`config.mk`:
```
export PLATFORM = sky130hd
export DESIGN_NAME = fasta_record_parser
export DESIGN_NICKNAME = d
export VERILOG_FILES = /design/src/rtl/frp_pkg.sv /design/src/rtl/fasta_record_parser.sv
export SDC_FILE = /design/constraint.sdc
export NUM_CORES = 1
export LEC_CHECK = 0
export BUFFER_PORTS_ARGS = -buffer_cell sky130_fd_sc_hd__buf_2
export CAP_MARGIN = 5
export CORE_ASPECT_RATIO = 1.1
export CORE_MARGIN = 5
export CORE_UTILIZATION = 58
export DETAILED_ROUTE_END_ITERATION = 6
export PLACE_DENSITY = 0.9
export SLEW_MARGIN = 10
export SYNTH_ARGS = -nofsm -noshare
export SYNTH_HDL_FRONTEND = slang
export SYNTH_SLANG_ARGS = --single-unit
```
`constraint.sdc`:
```
create_clock -name clk_i -period 6 [get_ports clk_i]
set_clock_uncertainty 0.1 [all_clocks]
set_input_delay 0.6 -clock clk_i [delete_from_list [all_inputs] [get_ports clk_i]]
set_output_delay 0.6 -clock clk_i [all_outputs]
set_load 0.05 [all_outputs]
```
`src/rtl/frp_pkg.sv`:
```
// frp_pkg: shared types and constants for the fasta record parser
// no dependencies; imported by fasta_record_parser
package frp_pkg;

  localparam int unsigned COUNT_BITS = 17;
  localparam int unsigned CMP_W      = 33;

  localparam logic [7:0] CHAR_HEADER  = 8'h3E;
  localparam logic [7:0] CHAR_COMMENT = 8'h23;
  localparam logic [7:0] CHAR_NL      = 8'h0A;
  localparam logic [7:0] CHAR_SPACE   = 8'h20;
  localparam logic [7:0] CHAR_TAB     = 8'h09;
  localparam logic [7:0] CHAR_CR      = 8'h0D;
  localparam logic [7:0] CHAR_GAP     = 8'h2D;
  localparam logic [7:0] CHAR_UC_A    = 8'h41;
  localparam logic [7:0] CHAR_UC_Z    = 8'h5A;
  localparam logic [7:0] CHAR_LC_A    = 8'h61;
  localparam logic [7:0] CHAR_LC_Z    = 8'h7A;
  localparam logic [7:0] CHAR_0       = 8'h30;
  localparam logic [7:0] CHAR_9       = 8'h39;
  localparam logic [7:0] CASE_BIT     = 8'h20;

  localparam logic [15:0] MAX_RES_RESET = 16'd50000;

  typedef enum logic [1:0] {
    CFG_GAP_MARK       = 2'd0,
    CFG_MAX_RESIDUES   = 2'd1,
    CFG_ALLOW_DIGITS   = 2'd2,
    CFG_ALLOW_COMMENTS = 2'd3
  } cfg_idx_e;

  typedef enum logic [2:0] {
    PH_START  = 3'd0,
    PH_BLANKS = 3'd1,
    PH_NAME   = 3'd2,
    PH_TITLE  = 3'd3,
    PH_SEQ    = 3'd4,
    PH_SKIP   = 3'd5
  } phase_e;

  typedef enum logic [1:0] {
    KIND_NAME  = 2'd0,
    KIND_TITLE = 2'd1,
    KIND_RES   = 2'd2,
    KIND_END   = 2'd3
  } kind_e;

  typedef struct packed {
    kind_e      kind;
    logic [7:0] ch;
    logic       status;
  } result_t;

  function automatic logic is_blank(input logic [7:0] c);
    return (c == CHAR_SPACE) || ((c >= CHAR_TAB) && (c <= CHAR_CR));
  endfunction

endpackage

```
`src/rtl/fasta_record_parser.sv`:
```
// fasta_record_parser: byte-serial fasta text parser, one byte per clock when not stalled
// depends on frp_pkg for phase, kind and result types
//
// usage
//   input channel: in_byte_i / end_of_input_i with in_valid_i, in_stall_o.
//   a transaction moves one text byte, or the end of stream marker.
//   output channel: out_kind_o / out_char_o / out_status_o with out_valid_o,
//   out_stall_i. each byte gives zero or one result transaction.
//   config channel: cfg_valid_i, cfg_ready_o, cfg_index_i, cfg_data_i;
//   always ready, write only while the block is idle.
// timing
//   one byte is accepted per clock while in_stall_o is low. a result is
//   registered with its byte's update of the line phase and residue
//   counter, so the next byte may follow directly. an output register plus
//   one skid register part the two sides: a result goes to the skid register
//   when the output register is full and stalled, and in_stall_o rises only
//   once the skid register holds a result.
// reset
//   clears the parse state, the config registers to their defaults and both
//   output stages. after end of input every further byte is taken and dropped
//   until reset.
module fasta_record_parser (
  input  logic                 clk_i,
  input  logic                 rst_ni,
  input  logic                 in_valid_i,
  output logic                 in_stall_o,
  input  logic [7:0]           in_byte_i,
  input  logic                 end_of_input_i,
  output logic                 out_valid_o,
  input  logic                 out_stall_i,
  output frp_pkg::kind_e       out_kind_o,
  output logic [7:0]           out_char_o,
  output logic                 out_status_o,
  input  logic                 cfg_valid_i,
  output logic                 cfg_ready_o,
  input  frp_pkg::cfg_idx_e    cfg_index_i,
  input  logic [15:0]          cfg_data_i
);
  import frp_pkg::*;

  logic [7:0]            gap_mark_q;
  logic [15:0]           max_res_q;
  logic                  allow_digits_q;
  logic                  allow_comments_q;

  phase_e                phase_q, phase_d;
  logic                  rec_open_q, rec_open_d;
  logic [COUNT_BITS-1:0] count_q, count_d;
  logic                  ovf_q, ovf_d;
  logic                  finished_q, finished_d;

  logic                  out_valid_q, skid_valid_q;
  result_t               out_q, skid_q;

  logic                  in_fire;
  logic                  res_valid;
  result_t               res;
  logic                  out_free;

  assign cfg_ready_o = 1'b1;
  assign in_stall_o  = skid_valid_q;
  assign in_fire     = in_valid_i && !skid_valid_q;
  assign out_free    = !out_valid_q || !out_stall_i;

  always_ff @(posedge clk_i or negedge rst_ni) begin
    if (!rst_ni) begin
      gap_mark_q       <= CHAR_GAP;
      max_res_q        <= MAX_RES_RESET;
      allow_digits_q   <= 1'b0;
      allow_comments_q <= 1'b0;
    end else if (cfg_valid_i) begin
      unique case (cfg_index_i)
        CFG_GAP_MARK:       gap_mark_q       <= cfg_data_i[7:0];
        CFG_MAX_RESIDUES:   max_res_q        <= cfg_data_i;
        CFG_ALLOW_DIGITS:   allow_digits_q   <= cfg_data_i[0];
        CFG_ALLOW_COMMENTS: allow_comments_q <= cfg_data_i[0];
        default: ;
      endcase
    end
  end

  // parse step for the byte on the input
  always_comb begin
    logic                  seq_path;
    logic                  kept_ok;
    logic [7:0]            kept;
    logic [COUNT_BITS-1:0] cnt_inc;
    logic [7:0]            c;

    c          = in_byte_i;
    phase_d    = phase_q;
    rec_open_d = rec_open_q;
    count_d    = count_q;
    ovf_d      = ovf_q;
    finished_d = finished_q;
    res_valid  = 1'b0;
    res.kind   = KIND_END;
    res.ch     = 8'h00;
    res.status = 1'b0;
    seq_path   = 1'b0;
    kept_ok    = 1'b0;
    kept       = c;
    cnt_inc    = count_q + COUNT_BITS'(1);

    if (finished_q) begin
      res_valid = 1'b0;
    end else if (end_of_input_i) begin
      finished_d = 1'b1;
      phase_d    = PH_START;
      res_valid  = 1'b1;
      res.status = ovf_q;
      rec_open_d = 1'b0;
      count_d    = '0;
      ovf_d      = 1'b0;
    end else begin
      unique case (phase_q)
        PH_BLANKS: begin
          if (c == CHAR_NL) begin
            phase_d = PH_START;
          end else if (!is_blank(c)) begin
            phase_d   = PH_NAME;
            res_valid = 1'b1;
            res.kind  = KIND_NAME;
            res.ch    = c;
          end
        end
        PH_NAME: begin
          if (c == CHAR_NL) begin
            phase_d = PH_START;
          end else if (is_blank(c)) begin
            phase_d   = PH_TITLE;
            res_valid = 1'b1;
            res.kind  = KIND_TITLE;
            res.ch    = c;
          end else begin
            res_valid = 1'b1;
            res.kind  = KIND_NAME;
            res.ch    = c;
          end
        end
        PH_TITLE: begin
          if (c == CHAR_NL) begin
            phase_d = PH_START;
          end else begin
            res_valid = 1'b1;
            res.kind  = KIND_TITLE;
            res.ch    = c;
          end
        end
        PH_SEQ: seq_path = 1'b1;
        PH_SKIP: begin
          if (c == CHAR_NL) phase_d = PH_START;
        end
        default: begin
          if (c == CHAR_HEADER) begin
            phase_d = PH_BLANKS;
            if (rec_open_q) begin
              res_valid  = 1'b1;
              res.status = ovf_q;
              rec_open_d = 1'b0;
              count_d    = '0;
              ovf_d      = 1'b0;
            end
          end else if ((c == CHAR_COMMENT) && allow_comments_q) begin
            phase_d = PH_SKIP;
          end else begin
            rec_open_d = 1'b1;
            seq_path   = 1'b1;
          end
        end
      endcase

      if (seq_path) begin
        if (c == CHAR_NL) begin
          phase_d = PH_START;
        end else begin
          phase_d = PH_SEQ;
          priority if ((c >= CHAR_UC_A) && (c <= CHAR_UC_Z)) begin
            kept_ok = 1'b1;
          end else if ((c >= CHAR_LC_A) && (c <= CHAR_LC_Z)) begin
            kept_ok = 1'b1;
            kept    = c & ~CASE_BIT;
          end else if (c == gap_mark_q) begin
            kept_ok = 1'b1;
          end else if (allow_digits_q && (c >= CHAR_0) && (c <= CHAR_9)) begin
            kept_ok = 1'b1;
          end else begin
            kept_ok = 1'b0;
          end
          if (kept_ok) begin
            res_valid = 1'b1;
            res.kind  = KIND_RES;
            res.ch    = kept;
            if (CMP_W'(cnt_inc) > CMP_W'(max_res_q)) begin
              count_d = '0;
              ovf_d   = 1'b1;
            end else begin
              count_d = cnt_inc;
            end
          end
        end
      end
    end
  end

  always_ff @(posedge clk_i or negedge rst_ni) begin
    if (!rst_ni) begin
      phase_q    <= PH_START;
      rec_open_q <= 1'b0;
      count_q    <= '0;
      ovf_q      <= 1'b0;
      finished_q <= 1'b0;
    end else if (in_fire) begin
      phase_q    <= phase_d;
      rec_open_q <= rec_open_d;
      count_q    <= count_d;
      ovf_q      <= ovf_d;
      finished_q <= finished_d;
    end
  end

  // output register with skid stage
  always_ff @(posedge clk_i or negedge rst_ni) begin
    if (!rst_ni) begin
      out_valid_q  <= 1'b0;
      skid_valid_q <= 1'b0;
    end else if (out_free) begin
      out_valid_q  <= skid_valid_q || (in_fire && res_valid);
      skid_valid_q <= 1'b0;
    end else if (in_fire && res_valid) begin
      skid_valid_q <= 1'b1;
    end
  end

  always_ff @(posedge clk_i) begin
    if (out_free) begin
      out_q <= skid_valid_q ? skid_q : res;
    end else if (in_fire && res_valid) begin
      skid_q <= res;
    end
  end

  assign out_valid_o  = out_valid_q;
  assign out_kind_o   = out_q.kind;
  assign out_char_o   = out_q.ch;
  assign out_status_o = out_q.status;

  a_skid_needs_out: assert property (@(posedge clk_i) disable iff (!rst_ni)
    skid_valid_q |-> out_valid_q)
    else $error("skid register full while output register empty");

  a_finished_sticky: assert property (@(posedge clk_i) disable iff (!rst_ni)
    finished_q |=> finished_q)
    else $error("end of input flag cleared before reset");

  a_end_clears_count: assert property (@(posedge clk_i) disable iff (!rst_ni)
    (in_fire && end_of_input_i && !finished_q) |=> (count_q == '0) && !ovf_q && !rec_open_q)
    else $error("record end at end of input left count or flags set");

  a_stalled_out_holds: assert property (@(posedge clk_i) disable iff (!rst_ni)
    (out_valid_q && out_stall_i) |=> (out_valid_q && $stable(out_q)))
    else $error("stalled result changed");

endmodule
```
==> impl_metrics.sql, run 1 <==
INSERT INTO impl_metrics (metric_group, metric, value, unit) VALUES
('routing', 'drtIter0Drc', '166', ''),
('routing', 'drt-wirelength-per-cell', '17.6', 'um'),
('hold_path', 'worstHoldPathType', 'input port to async pin', ''),
('sta', 'timing.final.hold_violations', '0', ''),
('worst_setup_path', 'setup.worst_path.class', 'flop to flop', ''),
('power', 'worst_ir_drop_vdd', '152', 'uV'),
('clocking', 'clock_transition_at_the_register_clock_pins_on_the_worst_setup_and_hold_paths_after_cts', '0.08', 'ns'),
('placement', 'post-place-ws', '1.78', 'ns'),
('yosys', 'postSynthCellCount', '426', ''),
('worst_setup_path', 'timing.critical_path.to_type', 'flop', ''),
('yosys', 'asyncSetResetFlopFracSynth', '69.9', '%'),
('yosys', 'ys_seq_area_share', '44.5', '%'),
('worst_setup_path', 'highest_cell_delay_on_the_worst_timing_path', '0.74', 'ns'),
('yosys', 'post_synth_and_or_nand_nor_area_fraction', '19.2', '%'),
('yosys', 'synthAdderAreaFrac', '5.14', '%'),
('layout', 'design.final.nets', '516', ''),
('sta', 'hold_slack', '0.259', 'ns'),
('placement', 'weighted_congestion_at_the_end_of_routability_driven_global_placement', '0.949', ''),
('global_route', 'grt_util_all_layers', '21.8', '%'),
('yosys', 'synth_area', '0.00438', 'sq mm'),
('worst_setup_path', 'cp_cell_sequence', 'ha_1 -> nand3_1 -> nor4_1 -> nand3_1 -> xnor2_1 -> ha_1 -> nand4_1 -> nor3_1 -> a21oi_1 -> o21a_1 -> nor2_1 -> nand3_1 -> o31ai_1', ''),
('routing', 'antenna_left', '0', ''),
('clocking', 'numCtsBuffers', '9', ''),
('yosys', 'synth_area_leaders', 'dfrtp_1 (23%), edfxtp_1 (15%), mux2_2 (8.7%)', ''),
('clocking', 'cts.sinks', '73', ''),
('yosys', 'synth-edff-count', '22', ''),
('global_route', 'grt-ovfl-total', '0', ''),
('clocking', 'post_cts_hold_buffer_count', '0', ''),
('layout', 'area_growth_syn_to_layout', '8.20', '%'),
('sta', 'final-max-slew-violation-count', '0', ''),
('worst_setup_path', 'critPathLaunchType', 'flop', ''),
('routing', 'number_of_remaining_drc_errors', '0', ''),
('routing', 'detailedRoute.firstPassIterationCount', '5', ''),
('global_route', 'grt_first_pass_wirelength', '16100', 'um'),
('sta', 'post-route-min-period', '4.36', 'ns'),
('worst_setup_path', 'wp_data_arrival', '4.50', 'ns'),
('sta', 'fmaxAchievable', '229', 'MHz'),
('yosys', 'synthDominantAreaCellType', 'dfrtp_1', ''),
('layout', 'final_layout_size_suffix_gt1_share', '26.1', '%'),
('yosys', 'synth_flop_cell', 'dfrtp_1', ''),
('die', 'io-pin-count', '46', ''),
('sta', 'slew_headroom', '29.2', '%'),
('status', 'outcome', 'finished, final reports clean', ''),
('clocking', 'clock_latency', '0.35', 'ns'),
('worst_setup_path', 'critical-path-top-cell-by-count', 'nand3_1', ''),
('worst_setup_path', 'critical_path.max_fanout', '14', ''),
('routing', 'drt-total-wl', '9820', 'um'),
('sta', 'setup-tns-final', '0', 'ns'),
('clocking', 'cts.root.buffer_cell', 'clkbuf_8', ''),
('routing', 'avgViaCountPerCell', '6.24', ''),
('yosys', 'synth_cell_types', '66', ''),
('yosys', 'yosys-mux-area-fraction', '9.77', '%'),
('die', 'rows', '33', ''),
('yosys', 'synth_xor_xnor_area_share', '3.60', '%'),
('power', 'totalPowerFinal', '1.08', 'mW'),
('power', 'power_leakage', '2.10', 'nW'),
('yosys', 'synth_compound_area_share', '12.3', '%'),
('power', 'power.density_cell_area', '227', 'mW/mm^2'),
('die', 'initial_utilization', '59.2', '%'),
('sta', 'setup_violations', '0', ''),
('clocking', 'h-tree-depth', '3', ''),
('layout', 'fill_cells', '550', ''),
('worst_setup_path', 'critPathRequiredTime', '6.15', 'ns'),
('global_route', 'first_global_vias', '3438', ''),
('sta', 'postLayoutSetupSlackWorst', '1.64', 'ns'),
('routing', 'detailroute.via_count', '3483', ''),
('yosys', 'total_of_flip_flops_plus_latches_after_synthesis', '73', ''),
('yosys', 'yosys-top-cells-count', 'dfrtp_1 (41), nand2_1 (41), mux2_2 (34)', ''),
('yosys', 'syn-mean-instance-area', '10.3', 'sq um'),
('clocking', 'cts.path.max_buffers', '2', ''),
('placement', 'hpwl', '7260', 'um');
-- flip-flops by register name, summed over array words and instances, names as in the netlist --
name and cells:
count_q 17, max_res_q 16, skid_q 11, gap_mark_q 8, out_char_o 8, phase_q 3
out_kind_o 2, allow_comments_q 1, allow_digits_q 1, finished_q 1, in_stall_o 1, out_status_o 1
out_valid_o 1, ovf_q 1, rec_open_q 1
-- routing by layer --
metal | GRT usage (%) | wire, um | vias to the layer above
li1 | - | - | 1628
met1 | 25.7 | 3860 | 1679
met2 | 39.4 | 5130 | 151
met3 | 4.18 | 602 | 25
met4 | 8.00 | 224 | 0
met5 | 0 | 0 | -
-- cells in the final DEF (no fill, tap or decap), drive strengths merged, types with 3 or more instances in the layout --
| cell type | n |
|---|---|
| buf | 45 |
| a41oi | 3 |
| nand2b | 5 |
| xor2 | 4 |
| a21oi | 22 |
| or2 | 4 |
| and2 | 6 |
| nor4b | 3 |
| inv | 27 |
| dfstp | 10 |
| mux2i | 3 |
| a32oi | 4 |
| nand3 | 19 |
| edfxtp | 22 |
| nor2b | 6 |
| clkbuf | 12 |
| and3 | 5 |
| a21o | 3 |
| nor4 | 3 |
| xnor2 | 14 |
| o41ai | 3 |
| nand4 | 13 |
| dfrtp | 41 |
| mux2 | 35 |
| nor3 | 4 |
| o21ai | 20 |
| o31ai | 8 |
| ha | 18 |
| nand2 | 41 |
| clkinv | 3 |
| or3 | 3 |
| nor2 | 33 |
-- critical path, delay by kind of cell, from the launching register on --
kind | cells | cell delay (ns)
xor+xnor | 1 | 0.20
compound gates | 3 | 0.59
fa+ha+maj | 2 | 0.58
simple gates | 7 | 2.37
flops | 1 | 0.41
-- stage by stage --
| step | instances | cell area (sq um) |
|---|---|---|
| 2_1_floorplan | 426 | 4380 |
| 3_3_place_gp | 542 | 4580 |
| 3_5_place_dp | 542 | 4580 |
| 4_1_cts | 558 | 4740 |
| 5_1_grt | 558 | 4740 |
| 6_report | 558 | 4740 |
-- cell type report --
cell class / instances / area, sq um / area share [%]
clock buffer: 12 / 135 / 2.85
clock inverter: 4 / 21.3 / 0.449
inverter: 27 / 101 / 2.14
multi-input combinational: 310 / 2190 / 46.3
sequential: 73 / 1950 / 41.2
tap: 87 / 109 / 2.30
timing repair buffer: 45 / 228 / 4.81
-- final timing paths --
path / startpoint / to / slack, ns / cells after the start
setup / recovery: count_q[1]$_DFFE_PN0P_ / count_q[7]$_DFFE_PN0P_ / 1.64 / 13
hold / removal: rst_ni / in_stall_o$_DFFE_PN0P_ / 0.26 / 2
setup reg to reg: count_q[1]$_DFFE_PN0P_ / count_q[7]$_DFFE_PN0P_ / 1.64 / 13
hold reg to reg: max_res_q[11]$_DFFE_PN0P_ / max_res_q[11]$_DFFE_PN0P_ / 0.41 / 1
max in group asynchronous: rst_ni / allow_comments_q$_DFFE_PN0P_ / 5.12 / 2
min in group clk_i: cfg_data_i[11] / max_res_q[11]$_DFFE_PN0P_ / 0.38 / 2
-- report_power, final --
part           leakage, nW  internal (mW)  switching [mW]
Sequential           0.867          0.557          0.0260
Clock               0.0778          0.148           0.181
Combinational         1.16         0.0761          0.0891
Total                 2.10          0.781           0.296
-- logic make-up (layout without fill, tap and decap cells) --
family | Yosys count | in the layout
buffers and inverters | 43 | 88
AOI/OAI and AO/OA | 78 | 78
xor gates and xnor gates | 18 | 18
other | 1 | 1
adders and majority gates | 18 | 18
and+or+nand+nor | 157 | 157
muxes | 38 | 38
DFF | 73 | 73
Power figures use the tool's default switching activity.
==> run 2, diff against run 1 <==
clock period = 4.21 ns   (was 6 ns; I/O delays follow)
==> impl_metrics.sql, run 2 (same netlist as run 1, synthesis figures left out) <==
INSERT INTO impl_metrics (metric_group, metric, value, unit) VALUES
('status', 'outcome', 'finished, violations left', ''),
('status', 'failed_checks', 'negative hold slack', ''),
('sta', 'transition_time_at_the_pin_with_the_least_slew_margin', '1.07', 'ns'),
('sta', 'hold_slack', '-0.0124', 'ns'),
('layout', 'design.final.nets', '517', ''),
('clocking', 'numCtsBuffers', '9', ''),
('global_route', 'grt_util_all_layers', '21.6', '%'),
('clocking', 'post_cts_hold_buffer_count', '0', ''),
('die', 'die-width', '92.8', 'um'),
('worst_setup_path', 'critPathLaunchType', 'flop', ''),
('sta', 'setup-tns-final', '0', 'ns'),
('worst_setup_path', 'critical_path.max_fanout', '8', ''),
('clocking', 'h-tree-depth', '3', ''),
('layout', 'mostFrequentLayoutCells', 'buf_2 (43), nand2_1 (41), dfrtp_1 (41)', ''),
('placement', 'dpl-instance-area', '0.00459', 'sq mm'),
('clocking', 'cts_tree', 'built', ''),
('layout', 'fill_cells', '560', ''),
('global_route', 'largest_net_degree_at_the_start_of_global_routing', '52', ''),
('global_route', 'antenna_found_initial', '0', ''),
('sta', 'final-max-slew-violation-count', '0', ''),
('clocking', 'clock_transition_at_the_register_clock_pins_on_the_worst_setup_and_hold_paths_after_cts', '0.08', 'ns'),
('clocking', 'clock_latency', '0.36', 'ns'),
('die', 'rows', '33', ''),
('hold_path', 'worstHoldPathType', 'input port to async pin', ''),
('sta', 'rsz0062_at_grt', 'no', ''),
('routing', 'number_of_remaining_drc_errors', '0', ''),
('routing', 'avgViaCountPerCell', '6.19', ''),
('clocking', 'post_cts_buffers', '0', ''),
('layout', 'diodes', '0', ''),
('die', 'die_area', '0.00939', 'sq mm'),
('routing', 'drt-total-wl', '9690', 'um'),
('power', 'power.density_cell_area', '324', 'mW/mm^2'),
('sta', 'fmaxAchievable', '258', 'MHz'),
('clocking', 'cts.path.max_buffers', '2', ''),
('placement', 'weighted_congestion_at_the_end_of_routability_driven_global_placement', '0.908', ''),
('routing', 'drt-wirelength-per-cell', '17.3', 'um'),
('layout', 'largest_reg_flops', '17', ''),
('layout', 'final_common_cell', 'buf_2', ''),
('placement', 'port-buffer-count', '44', ''),
('routing', 'detailedRoute.firstPassIterationCount', '5', ''),
('routing', 'detailroute.via_count', '3463', ''),
('die', 'fp.coreArea', '0.00739', 'sq mm'),
('layout', 'largestRegisters', 'count_q (17), max_res_q (16), skid_q (11)', ''),
('die', 'die_y', '101', 'um'),
('sta', 'post-route-min-period', '3.88', 'ns'),
('run', 'drv_cap', '0', ''),
('routing', 'drtIter0Drc', '190', ''),
('die', 'initial_utilization', '59.2', '%'),
('layout', 'layout.cell_area.non_filler', '0.00475', 'sq mm'),
('worst_setup_path', 'critPathRequiredTime', '4.38', 'ns'),
('worst_setup_path', 'timing.critical_path.to_type', 'flop', ''),
('worst_setup_path', 'wp_data_arrival', '4.05', 'ns'),
('sta', 'min_period_over_period', '92.2', '%'),
('clocking', 'cts.root.buffer_cell', 'clkbuf_8', ''),
('die', 'io-pin-count', '46', ''),
('global_route', 'grt-ovfl-total', '0', ''),
('sta', 'timing.final.hold_violations', '16', ''),
('worst_setup_path', 'setup.worst_path.class', 'flop to flop', ''),
('global_route', 'grt_first_pass_wirelength', '15900', 'um'),
('routing', 'antenna_left', '0', ''),
('layout', 'final_layout_size_suffix_gt1_share', '26.7', '%'),
('clocking', 'cts.sinks', '73', ''),
('placement', 'hpwl', '7150', 'um'),
('sta', 'slew_headroom', '28.3', '%'),
('power', 'worst_ir_drop_vdd', '217', 'uV'),
('layout', 'regMostFlops', 'count_q', ''),
('layout', 'layout.core_utilization', '64.3', '%'),
('global_route', 'first_global_vias', '3435', ''),
('sta', 'setup_violations', '0', ''),
('layout', 'area_growth_syn_to_layout', '8.60', '%'),
('power', 'power_leakage', '2.11', 'nW');
## run 2: worst max-delay path, cell delays in order, from the launching register on
cell and delay (ns):
dfrtp_1 0.43, nand3_1 0.18, nor2_1 0.13, nand3_1 0.18, nor2_1 0.30, nand3_1 0.24
or2_2 0.36, nand2_1 0.07, nand2_1 0.06, ha_1 0.21, a211oi_1 0.22, o31ai_1 0.10
o21a_1 0.21, nor2_1 0.42, buf_4 0.25, a41oi_1 0.13, mux2i_1 0.19
## run 2: repair_timing
action	CTS	global route
setup endpoints to repair	0	6
hold endpoints to repair	0	0
gates resized for setup	0	1
## run 2: final timing paths
path / from / slack (ns) / cells after the start / to
max: count_q[2]$_DFFE_PN0P_ / 0.33 / 16 / count_q[12]$_DFFE_PN0P_
max reg2reg: count_q[2]$_DFFE_PN0P_ / 0.33 / 16 / count_q[12]$_DFFE_PN0P_
min in group clk_i: cfg_data_i[14] / 0.20 / 2 / max_res_q[14]$_DFFE_PN1P_
min reg2reg: ovf_q$_DFFE_PN0P_ / 0.38 / 2 / ovf_q$_DFFE_PN0P_
min: rst_ni / -0.01 / 1 / count_q[3]$_DFFE_PN0P_
max in group asynchronous: rst_ni / 3.58 / 1 / phase_q[2]$_DFFE_PN0P_
## run 2: routing by layer
layer	wire, um	share of wire (%)	track usage (%)	vias to the layer above
met5	0	0	0	-
li1	-	-	-	1625
met4	308	3.2	10.6	0
met2	4870	50	38.5	127
met1	3930	41	24.7	1681
met3	576	5.9	4.18	30
## run 2: final cells by class
| class | instances | area (sq um) | area share [%] |
|---|---|---|---|
| flip-flops and latches | 73 | 1950 | 41.0 |
| repair buffers | 46 | 238 | 5.00 |
| well taps | 87 | 109 | 2.29 |
| inverters | 27 | 101 | 2.13 |
| multi-input cells | 310 | 2200 | 46.3 |
| clock buffers | 12 | 135 | 2.84 |
| clock inverters | 4 | 22.5 | 0.474 |
## run 2: power by group
part	internal, mW	switching [mW]	total (mW)
Clock	0.212	0.263	0.474
Sequential	0.793	0.0364	0.830
Combinational	0.109	0.125	0.234
## run 2: stage by stage
step	setup WS, ns	power, mW	cells
after floorplan	0.855	1.00	426
after global placement	0.505	1.06	543
after detailed placement	0.255	1.07	543
after CTS	0.218	1.54	559
after global routing	0.0907	1.61	559
final	0.328	1.54	559
==> run 3, diff against run 2 <==
--- a/config.mk
+++ b/config.mk
@@ -7,5 +7,5 @@
 export LEC_CHECK = 0
 export BUFFER_PORTS_ARGS = -buffer_cell sky130_fd_sc_hd__buf_2
-export CAP_MARGIN = 5
+export CAP_MARGIN = 20
 export CORE_ASPECT_RATIO = 1.1
 export CORE_MARGIN = 5
==> constraint.sdc (replaced) <==
create_clock -name clk_i -period 4.21 [get_ports clk_i]
set_clock_uncertainty 0.1 [all_clocks]
set_input_delay 0 -clock clk_i [delete_from_list [all_inputs] [get_ports clk_i]]
set_output_delay 0 -clock clk_i [all_outputs]
set_load 0.05 [all_outputs]
==> impl_metrics.sql, run 3 (same netlist as run 1, synthesis figures left out) <==
INSERT INTO impl_metrics (metric_group, metric, value, unit) VALUES
('layout', 'final_common_cell', 'buf_2', ''),
('die', 'die_area', '0.00939', 'sq mm'),
('clocking', 'cts_tree', 'built', ''),
('worst_setup_path', 'r2r_start', 'count_q[0]$_DFFE_PN0P_', ''),
('sta', 'hold_slack', '0.0216', 'ns'),
('global_route', 'largest_net_degree_at_the_start_of_global_routing', '52', ''),
('sta', 'fmaxAchievable', '258', 'MHz'),
('placement', 'weighted_congestion_at_the_end_of_routability_driven_global_placement', '0.908', ''),
('clocking', 'cts.sinks', '73', ''),
('placement', 'hpwl', '7150', 'um'),
('global_route', 'grt-busiest-layer', 'met2', ''),
('layout', 'layout.core_utilization', '68.1', '%'),
('die', 'rows', '33', ''),
('placement', 'port-buffer-count', '44', ''),
('sta', 'timing.final.hold_violations', '0', ''),
('clocking', 'clock_latency', '0.37', 'ns'),
('layout', 'diodes', '0', ''),
('global_route', 'use_met1', '26.1', '%'),
('global_route', 'first_global_vias', '3649', ''),
('die', 'initial_utilization', '59.2', '%'),
('global_route', 'globalRouteMet2Util', '41.9', '%'),
('layout', 'area_growth_syn_to_layout', '15.0', '%'),
('clocking', 'cts.path.max_buffers', '2', ''),
('routing', 'drt-wirelength-per-cell', '17.7', 'um'),
('clocking', 'cts.root.buffer_cell', 'clkbuf_8', ''),
('power', 'comb_power_share', '16.4', '%'),
('sta', 'slew_headroom', '29.3', '%'),
('sta', 'transition_time_at_the_pin_with_the_least_slew_margin', '1.06', 'ns'),
('worst_setup_path', 'critPathLaunchType', 'flop', ''),
('global_route', 'grt-ovfl-total', '0', ''),
('layout', 'largest_reg_flops', '17', ''),
('worst_setup_path', 'critPathRequiredTime', '4.34', 'ns'),
('die', 'fp.coreArea', '0.00739', 'sq mm'),
('clocking', 'numCtsBuffers', '9', ''),
('worst_setup_path', 'startpoint', 'count_q[0]$_DFFE_PN0P_', ''),
('hold_path', 'hp-start', 'in_byte_i[2]', ''),
('power', 'power.share.sequential', '52.8', '%'),
('run', 'drv_cap', '0', ''),
('worst_setup_path', 'critical_path.max_fanout', '8', ''),
('sta', 'setup-tns-final', '0', 'ns'),
('sta', 'final-max-slew-violation-count', '0', ''),
('power', 'worst_ir_drop_vdd', '225', 'uV'),
('power', 'power.clock.fraction', '30.8', '%'),
('sta', 'rsz0062_at_grt', 'no', ''),
('routing', 'detailedRoute.firstPassIterationCount', '5', ''),
('global_route', 'global_route.usage.met3', '4.11', '%'),
('die', 'io-pin-count', '46', ''),
('routing', 'avgViaCountPerCell', '6.12', ''),
('layout', 'final_layout_size_suffix_gt1_share', '25.2', '%'),
('sta', 'setup_violations', '0', ''),
('routing', 'drtIter0Drc', '231', ''),
('global_route', 'grt_first_pass_wirelength', '17100', 'um'),
('die', 'die-width', '92.8', 'um'),
('die', 'die_y', '101', 'um'),
('routing', 'number_of_remaining_drc_errors', '0', ''),
('placement', 'post-place-ws', '0.255', 'ns'),
('layout', 'regMostFlops', 'count_q', ''),
('power', 'power.density_cell_area', '313', 'mW/mm^2'),
('power', 'net-switching-power', '0.442', 'mW'),
('power', 'power_leakage', '2.23', 'nW'),
('sta', 'postLayoutSetupSlackWorst', '0.340', 'ns'),
('hold_path', 'worstHoldPathType', 'input port to flop', ''),
('clocking', 'clock_transition_at_the_register_clock_pins_on_the_worst_setup_and_hold_paths_after_cts', '0.09', 'ns'),
('power', 'sw_frac_of_total', '28.0', '%'),
('global_route', 'antenna_found_initial', '0', ''),
('layout', 'fill_cells', '501', ''),
('status', 'outcome', 'finished, final reports clean', ''),
('worst_setup_path', 'setup.worst_path.class', 'flop to flop', ''),
('routing', 'drt-total-wl', '10400', 'um'),
('worst_setup_path', 'wp_data_arrival', '4.00', 'ns'),
('layout', 'largestRegisters', 'count_q (17), max_res_q (16), skid_q (11)', ''),
('power', 'internal-power', '1.13', 'mW'),
('global_route', 'grt_util_all_layers', '23.2', '%'),
('clocking', 'h-tree-depth', '3', ''),
('routing', 'antenna_left', '0', ''),
('layout', 'mostFrequentLayoutCells', 'buf_2 (43), nand2_1 (41), dfrtp_1 (41)', ''),
('clocking', 'post_cts_buffers', '0', ''),
('sta', 'min_period_over_period', '91.9', '%'),
('worst_setup_path', 'rrSetupSlack', '0.34', 'ns'),
('sta', 'post-route-min-period', '3.87', 'ns'),
('worst_setup_path', 'timing.critical_path.to_type', 'flop', ''),
('layout', 'design.final.nets', '545', ''),
('routing', 'detailroute.via_count', '3591', '');
[run 3: cell types whose count changed in the layout (fill, tap and decap cells not counted)]
cell / delta
dlygate4sd3_1: +28
[run 3: final timing paths]
check                                            end  cells past startpoint
max                          count_q[12]$_DFFE_PN0P_                     15
min                              skid_q[3]$_DFFE_PP_                      3
max reg2reg                  count_q[12]$_DFFE_PN0P_                     15
min reg2reg                        ovf_q$_DFFE_PN0P_                      2
max in group asynchronous    count_q[11]$_DFFE_PN0P_                      2
min in group asynchronous  gap_mark_q[1]$_DFFE_PN0P_                      2
[run 3: worst max-delay path, stage by stage, from the launching register on]
cell and delay, ns:
dfrtp_1 0.40, ha_1 0.24, nand3_1 0.17, nor4_2 0.44
nand3_1 0.24, xnor2_1 0.19, ha_1 0.32, nand4_1 0.14
nor3_1 0.27, o21ai_0 0.13, a31oi_1 0.19, o21a_1 0.20
nor2_1 0.15, buf_4 0.20, a41oi_1 0.23, mux2i_1 0.11
[run 3: what timing repair did]
item	CTS	global route
endpoints found under the hold margin	78	0
endpoints found under the setup margin	0	7
gates resized for setup	0	1
hold buffers	28	0
[run 3: area by class of cell]
| class | instances | area, sq um | share of cell area, % |
|---|---|---|---|
| Clock inverter | 4 | 22.5 | 0.447 |
| Clock buffer | 12 | 135 | 2.68 |
| Inverter | 27 | 101 | 2.01 |
| Timing Repair Buffer | 74 | 518 | 10.3 |
| Tap cell | 87 | 109 | 2.16 |
| Sequential cell | 73 | 1950 | 38.7 |
| Multi-Input combinational cell | 310 | 2200 | 43.7 |
[run 3: metrics by stage]
stage | cell area, sq um | power [mW] | std cells
after CTS | 5030 | 1.56 | 587
final | 5030 | 1.57 | 587
after floorplan | 4380 | 1.00 | 426
after global placement | 4590 | 1.06 | 543
after detailed placement | 4590 | 1.07 | 543
after global routing | 5030 | 1.64 | 587
[run 3: power by group through the flow]
stage               logic (mW)  registers (mW)  clock network, mW
floorplan                0.176           0.829                  0
global placement         0.218           0.840                  0
detailed placement       0.230           0.843                  0
CTS                      0.255           0.829              0.480
global route             0.287           0.839              0.518
finish                   0.259           0.832              0.485
[run 3: metal layers]
metal / part of all wire, % / up-vias
met5: 0 / -
met2: 51 / 136
met1: 40 / 1739
met3: 5.5 / 38
met4: 3.8 / 0
li1: - / 1678
